--- config.mk ---
export PLATFORM = sky130hd
export DESIGN_NAME = gmi_ctrl
export DESIGN_NICKNAME = d
export VERILOG_FILES = /design/src/sv/gmi_pkg.sv /design/src/sv/gmi_ctrl.sv
export SDC_FILE = /design/constraint.sdc
export NUM_CORES = 1
export LEC_CHECK = 0
export BUFFER_PORTS_ARGS = -buffer_cell sky130_fd_sc_hd__buf_2
export CORE_MARGIN = 3
export CORE_UTILIZATION = 43
export CTS_CLUSTER_SIZE = 24
export DETAILED_ROUTE_END_ITERATION = 12
export MAX_ROUTING_LAYER = met4
export PLACE_DENSITY = 0.72
export SETUP_SLACK_MARGIN = 0.05
export SLEW_MARGIN = 20
export SYNTH_ARGS = -nofsm -noshare
export SYNTH_HDL_FRONTEND = slang
export SYNTH_SLANG_ARGS = --single-unit
--- constraint.sdc ---
create_clock -name clk -period 2.1 [get_ports clk]
set_clock_uncertainty 0.2 [all_clocks]
set_input_delay 0.105 -clock clk [delete_from_list [all_inputs] [get_ports clk]]
set_output_delay 0.105 -clock clk [all_outputs]
set_load 0.1 [all_outputs]
--- src/sv/gmi_pkg.sv ---
// Shared types and constants for the GF(2) matrix inverse unit.
package gmi_pkg;

  localparam int unsigned ROW_W = 32;

  typedef struct packed {
    logic load;
    logic init;
    logic pick;
    logic apply;
    logic emit;
    logic sing;
  } cmd_t;

  typedef struct packed {
    logic no_pivot;
  } status_t;

endpackage

--- src/sv/gmi_ctrl.sv ---
// Sequencer for loading, column elimination and result output of the GF(2) inverse.
module gmi_ctrl #(
  parameter int unsigned DIM = 32,
  parameter int unsigned CW  = $clog2(DIM)
) (
  input  logic             clk,
  input  logic             rst_n,
  input  logic             in_valid,
  output logic             in_ready,
  output logic             out_valid,
  input  logic             out_ready,
  output logic             out_singular,
  output logic             out_last_row,
  output gmi_pkg::cmd_t    cmd,
  output logic [CW-1:0]    idx,
  input  gmi_pkg::status_t status
);

  localparam logic [2:0] ST_LOAD  = 3'd0;
  localparam logic [2:0] ST_PICK  = 3'd1;
  localparam logic [2:0] ST_APPLY = 3'd2;
  localparam logic [2:0] ST_EMIT  = 3'd3;
  localparam logic [2:0] ST_SING  = 3'd4;

  logic [2:0]    state_r, state_nxt;
  logic [CW-1:0] cnt_r, cnt_nxt;
  logic          out_valid_r, out_valid_nxt;
  logic          out_sing_r, out_sing_nxt;
  logic          out_last_r, out_last_nxt;
  logic          cnt_last;
  logic          out_free;

  assign cnt_last = (cnt_r == CW'(DIM - 1));
  assign out_free = !out_valid_r || out_ready;

  always_comb begin
    state_nxt     = state_r;
    cnt_nxt       = cnt_r;
    out_valid_nxt = out_valid_r && !out_ready;
    out_sing_nxt  = out_sing_r;
    out_last_nxt  = out_last_r;
    cmd           = '0;
    in_ready      = 1'b0;
    case (state_r)
      ST_LOAD: begin
        in_ready = 1'b1;
        if (in_valid) begin
          cmd.load = 1'b1;
          if (cnt_last) begin
            cmd.init  = 1'b1;
            cnt_nxt   = '0;
            state_nxt = ST_PICK;
          end else begin
            cnt_nxt = cnt_r + CW'(1);
          end
        end
      end
      ST_PICK: begin
        cmd.pick = 1'b1;
        state_nxt = status.no_pivot ? ST_SING : ST_APPLY;
      end
      ST_APPLY: begin
        cmd.apply = 1'b1;
        if (cnt_last) begin
          cnt_nxt   = '0;
          state_nxt = ST_EMIT;
        end else begin
          cnt_nxt   = cnt_r + CW'(1);
          state_nxt = ST_PICK;
        end
      end
      ST_EMIT: begin
        if (out_free) begin
          cmd.emit      = 1'b1;
          out_valid_nxt = 1'b1;
          out_sing_nxt  = 1'b0;
          out_last_nxt  = cnt_last;
          if (cnt_last) begin
            cnt_nxt   = '0;
            state_nxt = ST_LOAD;
          end else begin
            cnt_nxt = cnt_r + CW'(1);
          end
        end
      end
      ST_SING: begin
        if (out_free) begin
          cmd.sing      = 1'b1;
          out_valid_nxt = 1'b1;
          out_sing_nxt  = 1'b1;
          out_last_nxt  = 1'b1;
          cnt_nxt       = '0;
          state_nxt     = ST_LOAD;
        end
      end
      default: begin
        cnt_nxt   = '0;
        state_nxt = ST_LOAD;
      end
    endcase
  end

  always_ff @(posedge clk) begin
    if (!rst_n) begin
      state_r     <= ST_LOAD;
      cnt_r       <= '0;
      out_valid_r <= 1'b0;
    end else begin
      state_r     <= state_nxt;
      cnt_r       <= cnt_nxt;
      out_valid_r <= out_valid_nxt;
    end
    out_sing_r <= out_sing_nxt;
    out_last_r <= out_last_nxt;
  end

  assign idx          = cnt_r;
  assign out_valid    = out_valid_r;
  assign out_singular = out_sing_r;
  assign out_last_row = out_last_r;

endmodule

# Word-level counts from Yosys, hierarchy flattened
# Index checks and enable logic that the tools add are counted.
[totals] reg_bits=11 latch_bits=0 elab_cells=56 out_inout_bits=15 ramBits=0 mem_count=0 input_bits=5 mem_bits_ro=0
[op_classes] bitwise_logic=1 eq_ne=10 n_shift=0 add_sub_neg=1 reduce_logical=10 div=0 n_mux=29 magnitude_cmp=0 multipliers=0
[op_table] cell="$pmux W5 S5" count=1
[op_table] cell="$mux W5" count=4
[op_table] cell="$mux W3" count=6
[op_table] cell="$pmux W3 S5" count=1
[op_table] cell="$mux W1" count=12
[op_table] cell="$ne A2 B2 Y1 const B" count=5
[op_table] cell="$eq A3 B2 Y1 const B" count=2
[op_table] cell="$mux W2" count=3
[op_table] cell="$add A5 B1 Y5 const B" count=1
[op_table] cell="$eq A5 B5 Y1 const B" count=1
[op_table] cell="$reduce_and A5 Y1" count=1
[op_table] cell="$pmux W1 S2" count=2
[op_table] cell="$reduce_and A4 Y1" count=1
[op_table] cell="$eq A3 B1 Y1 const B" count=1
[op_table] cell="$eq A3 B3 Y1 const B" count=1
[op_table] cell="$logic_not A3 Y1" count=1
[op_table] cell="$reduce_and A3 Y1" count=1
[op_table] cell="$logic_not A1 Y1" count=2
[op_table] cell="$reduce_bool A2 Y1" count=1
[op_table] cell="$reduce_or A2 Y1" count=1
[op_table] cell="$logic_and A1 B1 Y1" count=1
[op_table] cell="$logic_or A1 B1 Y1" count=1
[op_table] cell="$not A1 Y1" count=1

# Logic depth before layout (Yosys ltp)
# Gate-level depths: netlist (run 1).
[logic_depth] depth_word=4 ltp_mapped=7 depth_no_buf=7

# Worst setup path before layout (run 1)
# No wires, ideal clock.
[synth_path] kind="flip-flop to output port" from="register state_r[2]" to="output port cmd[4] (netlist bit)" arrival_time_ps=3679 path_buffers=1 setup_slack_ps=-1884 path_stages_with_launch=4 required_ps=1795 cell_sequence="dfxtp_1 -> clkbuf_1 -> nor3_1 -> and3_1"
[synth_lines] element="from (decl)" line_no="gmi_ctrl.sv:25" rtl="logic [2:0] state_r, state_nxt;"
[synth_lines] element="from (signal assigned)" line_no="gmi_ctrl.sv:109" rtl="state_r <= state_nxt;"
[synth_lines] element="to (decl)" line_no="gmi_ctrl.sv:14" rtl="output gmi_pkg::cmd_t cmd,"

# Worst setup path in the final report (run 1)
[layout_path] from="register cnt_r[1], in the netlist idx[1]" to="register cnt_r[0], in the netlist idx[0]"
[layout_via] elab_chain_len=4 word_cells_on_any_way=5 classes_between="eq/ne (1); mux (4)"
[layout_rtl] element="from (decl)" line_no="gmi_ctrl.sv:26" rtl="logic [CW-1:0] cnt_r, cnt_nxt;"
[layout_rtl] element="from (signal assigned)" line_no="gmi_ctrl.sv:110" rtl="cnt_r <= cnt_nxt;"
[layout_rtl] element="$eq A5 B5 Y1 (*)" line_no="gmi_ctrl.sv:33" rtl="assign cnt_last = (cnt_r == CW'(DIM - 1));"
[layout_rtl] element="net cnt_last" line_no="gmi_ctrl.sv:30" rtl="logic cnt_last;"
[layout_rtl] element="$mux W5 (*)" line_no="gmi_ctrl.sv:49, gmi_ctrl.sv:64, gmi_ctrl.sv:78"
[layout_rtl] element="$mux W5 (on tied branches)" line_no="gmi_ctrl.sv:73, gmi_ctrl.sv:47"
[layout_rtl] element="$pmux W5 S5 (*)" line_no="gmi_ctrl.sv:44" rtl="case (state_r)"
# Mark *: on every way through the listed nets, which the timed path passes. The rest lies on a longest branch. The select of a mux whose other input is x is not followed.
# A chain may end at the register's enable or synchronous reset.

==> results of run 1 <==
==> worst max-delay path, stage by stage (launching register included) <==
cell and delay [ps]:
dfxtp_4 360, ha_4 160, and3_4 180, ha_4 170, or3_4 360, or4_1 410
a21boi_1 130
==> power by group <==
group	internal, mW	switching, mW	total, mW
registers	0.216	0.00406	0.220
logic	0.0183	0.0421	0.0604
clock network	0.0736	0.0703	0.144
==> per-stage QoR <==
stage,TNS [ps],power [mW],util (%),cells
floorplan,-108,0.271,-,69
finish,0,0.425,67.1,109
global placement,0,0.283,63.0,103
detailed placement,0,0.283,63.0,103
CTS,0,0.432,66.5,109
global route,-8.89,0.449,67.1,109
==> layout make-up <==
type | instances | share of cell area (%)
multi-input cells | 54 | 49.2
flip-flops and latches | 11 | 28.4
repair buffers | 23 | 16.5
clock buffers | 4 | 2.94
well taps | 15 | 2.10
inverters | 2 | 0.839
==> placed cells by master, fill, tap and decap left out, types with 2 or more instances in the layout <==
| master | instances |
|---|---|
| dfxtp_4 | 2 |
| nor3_4 | 2 |
| inv_1 | 2 |
| clkbuf_4 | 4 |
| nor2_1 | 4 |
| a21boi_0 | 2 |
| ha_4 | 2 |
| a21boi_1 | 2 |
| nor2_2 | 2 |
| nor3b_1 | 2 |
| dfxtp_1 | 2 |
| nor2b_1 | 4 |
| dfxtp_2 | 5 |
| dlygate4sd3_1 | 2 |
| nand2b_1 | 3 |
| o311ai_0 | 2 |
| o21ai_0 | 3 |
| edfxtp_1 | 2 |
| nor2b_2 | 2 |
| a21oi_1 | 3 |
| buf_4 | 2 |
| o21ai_1 | 2 |
| nor4_1 | 2 |
| nand3b_1 | 2 |
| buf_2 | 17 |
==> cell usage after synthesis <==
master,count
nand2_1,1
and3_1,3
edfxtp_1,2
nor2b_2,1
nor3b_1,2
and2_1,1
o32ai_2,1
clkbuf_1,2
nor4_1,2
o311ai_0,2
nor3_1,2
inv_1,2
o21ai_0,5
or3_1,2
or4b_1,1
a21oi_1,3
nor2b_1,5
nor2_1,6
a21boi_1,2
nand3b_1,2
or3b_4,1
a221oi_1,1
ha_1,3
or4_1,1
nand2b_1,3
o21a_1,1
a21boi_0,2
dfxtp_1,9
or4b_2,1
==> state kept, by name, summed over array words and instances, names as in the netlist <==
name,flops
out_valid,1
idx,5
state_r,3
out_singular,1
out_last_row,1
==> repair_timing <==
action                                 CTS  global route
buffers inserted                         0             0
setup endpoints to repair                1             4
hold buffers                             2             0
resized for setup                        0             4
endpoints found under the hold margin    9             0
==> final timing paths <==
path              cells past startpoint           startpoint  slack, ps              endpoint
setup / recovery                      6  idx[1]$_SDFFE_PN0P_         40   idx[0]$_SDFFE_PN0P_
hold / removal                        3            out_ready         30  out_valid$_SDFF_PN0_
setup reg to reg                      6  idx[1]$_SDFFE_PN0P_         40   idx[0]$_SDFFE_PN0P_
hold reg to reg                       2  idx[3]$_SDFFE_PN0P_        300   idx[3]$_SDFFE_PN0P_
==> layer usage <==
layer	routed length (um)	vias up	GRT usage [%]
met3	84	5	2.44
met2	707	21	28.8
met5	0	-	-
li1	-	306	-
met4	42	0	12.7
met1	714	282	20.0
==> logic make-up after synthesis <==
kind of cell	synth area share, %
AND/OR/NAND/NOR	34.1
buffers and inverters	2.40
AO/OA/AOI/OAI	19.2
adder cells (fa/ha/maj)	5.99
flip-flops	38.3
==> flow_metrics.py, run 1 <==
metrics = {
    "status": {
        "outcome": "complete, no violations",
    },
    "synth": {
        "postSynthRegisterBits": 11,
        "post_synth_instance_area_sq_um": 627,
        "synth_largest_type_area_fraction_pct": 28.7,
        "synth_sequential_area_ratio_pct": 38.3,
        "postSynthNetCount": 77,
        "synth_top_cells_by_area": "dfxtp_1, edfxtp_1, ha_1",
        "yosys_warnings": 0,
        "synthDominantAreaCellType": "dfxtp_1",
        "syn-instance-count": 69,
        "syn_area_per_cell_sq_um": 9.08,
        "yosys.cell_types.count": 29,
    },
    "min_path": {
        "worstHoldPathType": "in2reg",
    },
    "sta": {
        "max_slew.worst_pin.slew_ps": 507,
        "finalMaxSlewViolations": 0,
        "rsz_0062_raised_after_global_routing": "yes",
        "final.min_clock_period_ps": 2060,
        "fin_ws_ps": 41.1,
        "max_freq_mhz": 486,
        "max_slew_margin_pct": 66.2,
        "final.hold.worst_slack_ps": 26.6,
        "setup_violations": 0,
        "timing_hold_violations_final": 0,
        "final_min_period_over_clock_period_pct": 98.0,
    },
    "route": {
        "drt-initial-drc-count": 10,
        "route.final.wire_length_mm": 1.55,
        "via_count": 614,
        "remaining_drc_errors": 0,
        "drt_pre_antenna_iters": 4,
        "route.antenna.remaining_nets": 0,
        "detail_route.vias_per_cell": 5.63,
        "route.detailed.wl_per_inst_um": 14.2,
    },
    "cells_and_area": {
        "final_cell_area_sq_um": 895,
        "multi_input_comb_area_sq_um": 440,
        "insertedDiodeCount": 0,
        "fillers": 124,
        "layout-drive-gt1-share_pct": 48.9,
        "seqCellArea_sq_um": 254,
        "number_of_nets_in_the_finished_design": 103,
        "area_growth_pct": 42.7,
    },
    "clocking": {
        "cts.sink_count": 11,
        "cts_inserted_buffers": 3,
        "clock_tree.htree_level_count": 1,
        "clkLatencyLatePin_ps": 270,
        "tritoncts_clock_tree": "done",
        "clock-root-buffer": "clkbuf_4",
        "post_cts_clock_slew_at_the_launch_and_capture_registers_of_the_worst_setup_and_hold_paths_ps": 70,
        "clock_tree.buffer_depth": 2,
    },
    "critical_path": {
        "worst_setup_path_start_kind": "flop",
        "endpoint_kind": "flop",
        "crit_type": "reg2reg",
        "worst_ep_arrival_time_ps": 2060,
        "timing.critical_path.required_ps": 2100,
        "worst-path-max-fanout": 6,
    },
    "grt": {
        "first_pass_grt_wire_length_mm": 2.45,
        "antenna_found_initial": 0,
        "pin_count_of_the_biggest_net_entering_global_routing": 12,
        "vias_in_the_first_global_route": 567,
        "track_usage_pct": 17.8,
        "final_global_route_overflow_total": 0,
    },
    "place": {
        "dpl-instance-area_sq_um": 841,
        "place_congestion": 0.772,
        "place_worst_setup_slack_ps": 54.8,
        "post-dp-hpwl_mm": 1.15,
        "port_buffers": 19,
    },
    "pwr": {
        "p_leak_nw": 0.390,
        "power_density_mw_per_mm2": 475,
        "power.ir.vdd_worst_mv": 0.502,
    },
    "die": {
        "die_height_um": 44.2,
        "initial_core_util_pct": 47.0,
        "pin_count": 20,
        "die-width_um": 44.2,
        "placementRows": 13,
        "overall_die_area_sq_mm": 0.00195,
        "core_area_sq_mm": 0.00133,
    },
    "job": {
        "max_cap_violations": 0,
    },
}
No activity file was read; power rests on OpenSTA's default activity.
==> run 2: changes to the inputs <==
--- a/config.mk
+++ b/config.mk
@@ -12,6 +12,7 @@
 export DETAILED_ROUTE_END_ITERATION = 12
 export MAX_ROUTING_LAYER = met4
 export PLACE_DENSITY = 0.72
+export RECOVER_POWER = 50
 export SETUP_SLACK_MARGIN = 0.05
 export SLEW_MARGIN = 20
 export SYNTH_ARGS = -nofsm -noshare
==> flow_metrics.py, run 2 (same netlist as run 1, synthesis figures left out) <==
metrics = {
    "die": {
        "pin_count": 20,
        "die-width_um": 44.2,
        "core_area_sq_mm": 0.00133,
        "placementRows": 13,
        "die_height_um": 44.2,
        "initial_core_util_pct": 47.0,
        "overall_die_area_sq_mm": 0.00195,
    },
    "critical_path": {
        "worst_setup_path_start_kind": "flop",
        "timing.critical_path.required_ps": 2100,
        "reg2reg_to": "idx[0]$_SDFFE_PN0P_",
        "endpoint_kind": "flop",
        "worst-path-max-fanout": 6,
        "regToRegSetupSlack_ps": 40,
        "crit_start": "idx[1]$_SDFFE_PN0P_",
        "crit-reg2reg-launch": "idx[1]$_SDFFE_PN0P_",
        "worst_ep_arrival_time_ps": 2060,
        "crit_type": "reg2reg",
        "worst-r2r-cell-count": 6,
        "crit_end": "idx[0]$_SDFFE_PN0P_",
    },
    "cells_and_area": {
        "area_growth_pct": 41.3,
        "finalNonFillerCells": 109,
        "fillers": 126,
        "layout-drive-gt1-share_pct": 41.5,
        "layout_commonest_cell": "buf_2",
        "largest_register_ff_count": 5,
        "insertedDiodeCount": 0,
        "mostFrequentLayoutCells": "buf_2, clkbuf_1, dfxtp_2",
        "multi_input_comb_area_sq_um": 440,
        "seqCellArea_sq_um": 254,
        "final_cell_area_sq_um": 886,
        "number_of_nets_in_the_finished_design": 103,
    },
    "route": {
        "route.final.wire_length_mm": 1.55,
        "route.detailed.wl_per_inst_um": 14.2,
        "detail_route.vias_per_cell": 5.63,
        "drt_pre_antenna_iters": 4,
        "drt-initial-drc-count": 10,
        "remaining_drc_errors": 0,
        "via_count": 614,
        "route.antenna.remaining_nets": 0,
    },
    "sta": {
        "setup_violations": 0,
        "max_slew_margin_pct": 22.8,
        "final_min_period_over_clock_period_pct": 98.1,
        "timing_hold_violations_final": 0,
        "final.hold.worst_slack_ps": 27.2,
        "fin_ws_ps": 39.5,
        "max_freq_mhz": 485,
        "final.min_clock_period_ps": 2060,
        "rsz_0062_raised_after_global_routing": "yes",
        "finalMaxSlewViolations": 0,
        "max_slew.worst_pin.slew_ps": 1160,
    },
    "place": {
        "dpl_cells": 103,
        "dpl-instance-area_sq_um": 841,
        "place_congestion": 0.772,
        "post-dp-hpwl_mm": 1.15,
        "port_buffers": 19,
        "place_worst_setup_slack_ps": 54.8,
    },
    "job": {
        "max_cap_violations": 0,
    },
    "clocking": {
        "tritoncts_clock_tree": "done",
        "cts.sink_count": 11,
        "post_cts_clock_slew_at_the_launch_and_capture_registers_of_the_worst_setup_and_hold_paths_ps": 70,
        "cts_inserted_buffers": 3,
        "clkLatencyLatePin_ps": 270,
        "clock-root-buffer": "clkbuf_4",
        "clock_tree.buffer_depth": 2,
        "clock_tree.htree_level_count": 1,
    },
    "grt": {
        "antenna_found_initial": 0,
        "final_global_route_overflow_total": 0,
        "pin_count_of_the_biggest_net_entering_global_routing": 12,
        "vias_in_the_first_global_route": 567,
        "first_pass_grt_wire_length_mm": 2.45,
        "track_usage_pct": 17.8,
    },
    "pwr": {
        "report.power.total_mw": 0.425,
        "power.ir.vdd_worst_mv": 0.484,
        "p_leak_nw": 0.361,
        "power_density_mw_per_mm2": 479,
    },
    "min_path": {
        "worstHoldPathType": "in2reg",
    },
    "status": {
        "outcome": "complete, no violations",
    },
}
-- run 2: worst min-delay path by stage --
| stage | from | end | cells past startpoint |
|---|---|---|---|
| 2_1_floorplan | rst_n | idx[2]$_SDFFE_PN0P_ | 2 |
| 3_3_place_gp | status | state_r[2]$_SDFFE_PN0P_ | 3 |
| 3_5_place_dp | status | state_r[2]$_SDFFE_PN0P_ | 3 |
| 4_1_cts | out_ready | out_valid$_SDFF_PN0_ | 3 |
| 5_1_grt | out_ready | out_valid$_SDFF_PN0_ | 3 |
| 6_report | out_ready | out_valid$_SDFF_PN0_ | 3 |
-- run 2: where the power goes --
group	leakage, nW	internal, mW	total, mW	switching (mW)
clock network	0.0150	0.0736	0.144	0.0704
logic	0.249	0.0179	0.0600	0.0422
registers	0.0975	0.216	0.220	0.00410
-- run 2: critical path, cell delays in order, from the launching register on --
cell and delay (ps):
dfxtp_4 360, ha_4 160, and3_4 180, ha_4 170, or3_4 360, or4_1 410, a21boi_1 130
-- run 2: per-stage QoR --
step | utilization (%) | setup TNS (ps)
after floorplan | - | -108
after global placement | 63.0 | 0
after detailed placement | 63.0 | 0
after CTS | 66.5 | 0
after global routing | 66.4 | -8.89
final | 66.4 | 0
-- run 2: cell type report --
class	instances	share of cell area [%]
Sequential cell	11	28.7
Tap cell	15	2.12
Multi-Input combinational cell	54	49.7
Clock buffer	4	2.97
Timing Repair Buffer	23	15.7
Inverter	2	0.847
-- run 2: what timing repair did --
action,4_1_cts,5_1_grt
endpoints found under the hold margin,9,0
endpoints found under the setup margin,1,4
hold buffers,2,0
resized for setup,0,4
setup buffers,0,0
-- run 2: routing by layer --
metal  up-vias  routed length (um)  global-route usage [%]
met2        19                 706                    28.8
met1       284                 711                    20.0
met3         5                  89                    2.44
met4         0                  42                    12.7
li1        306                   -                       -
met5         -                   0                       -
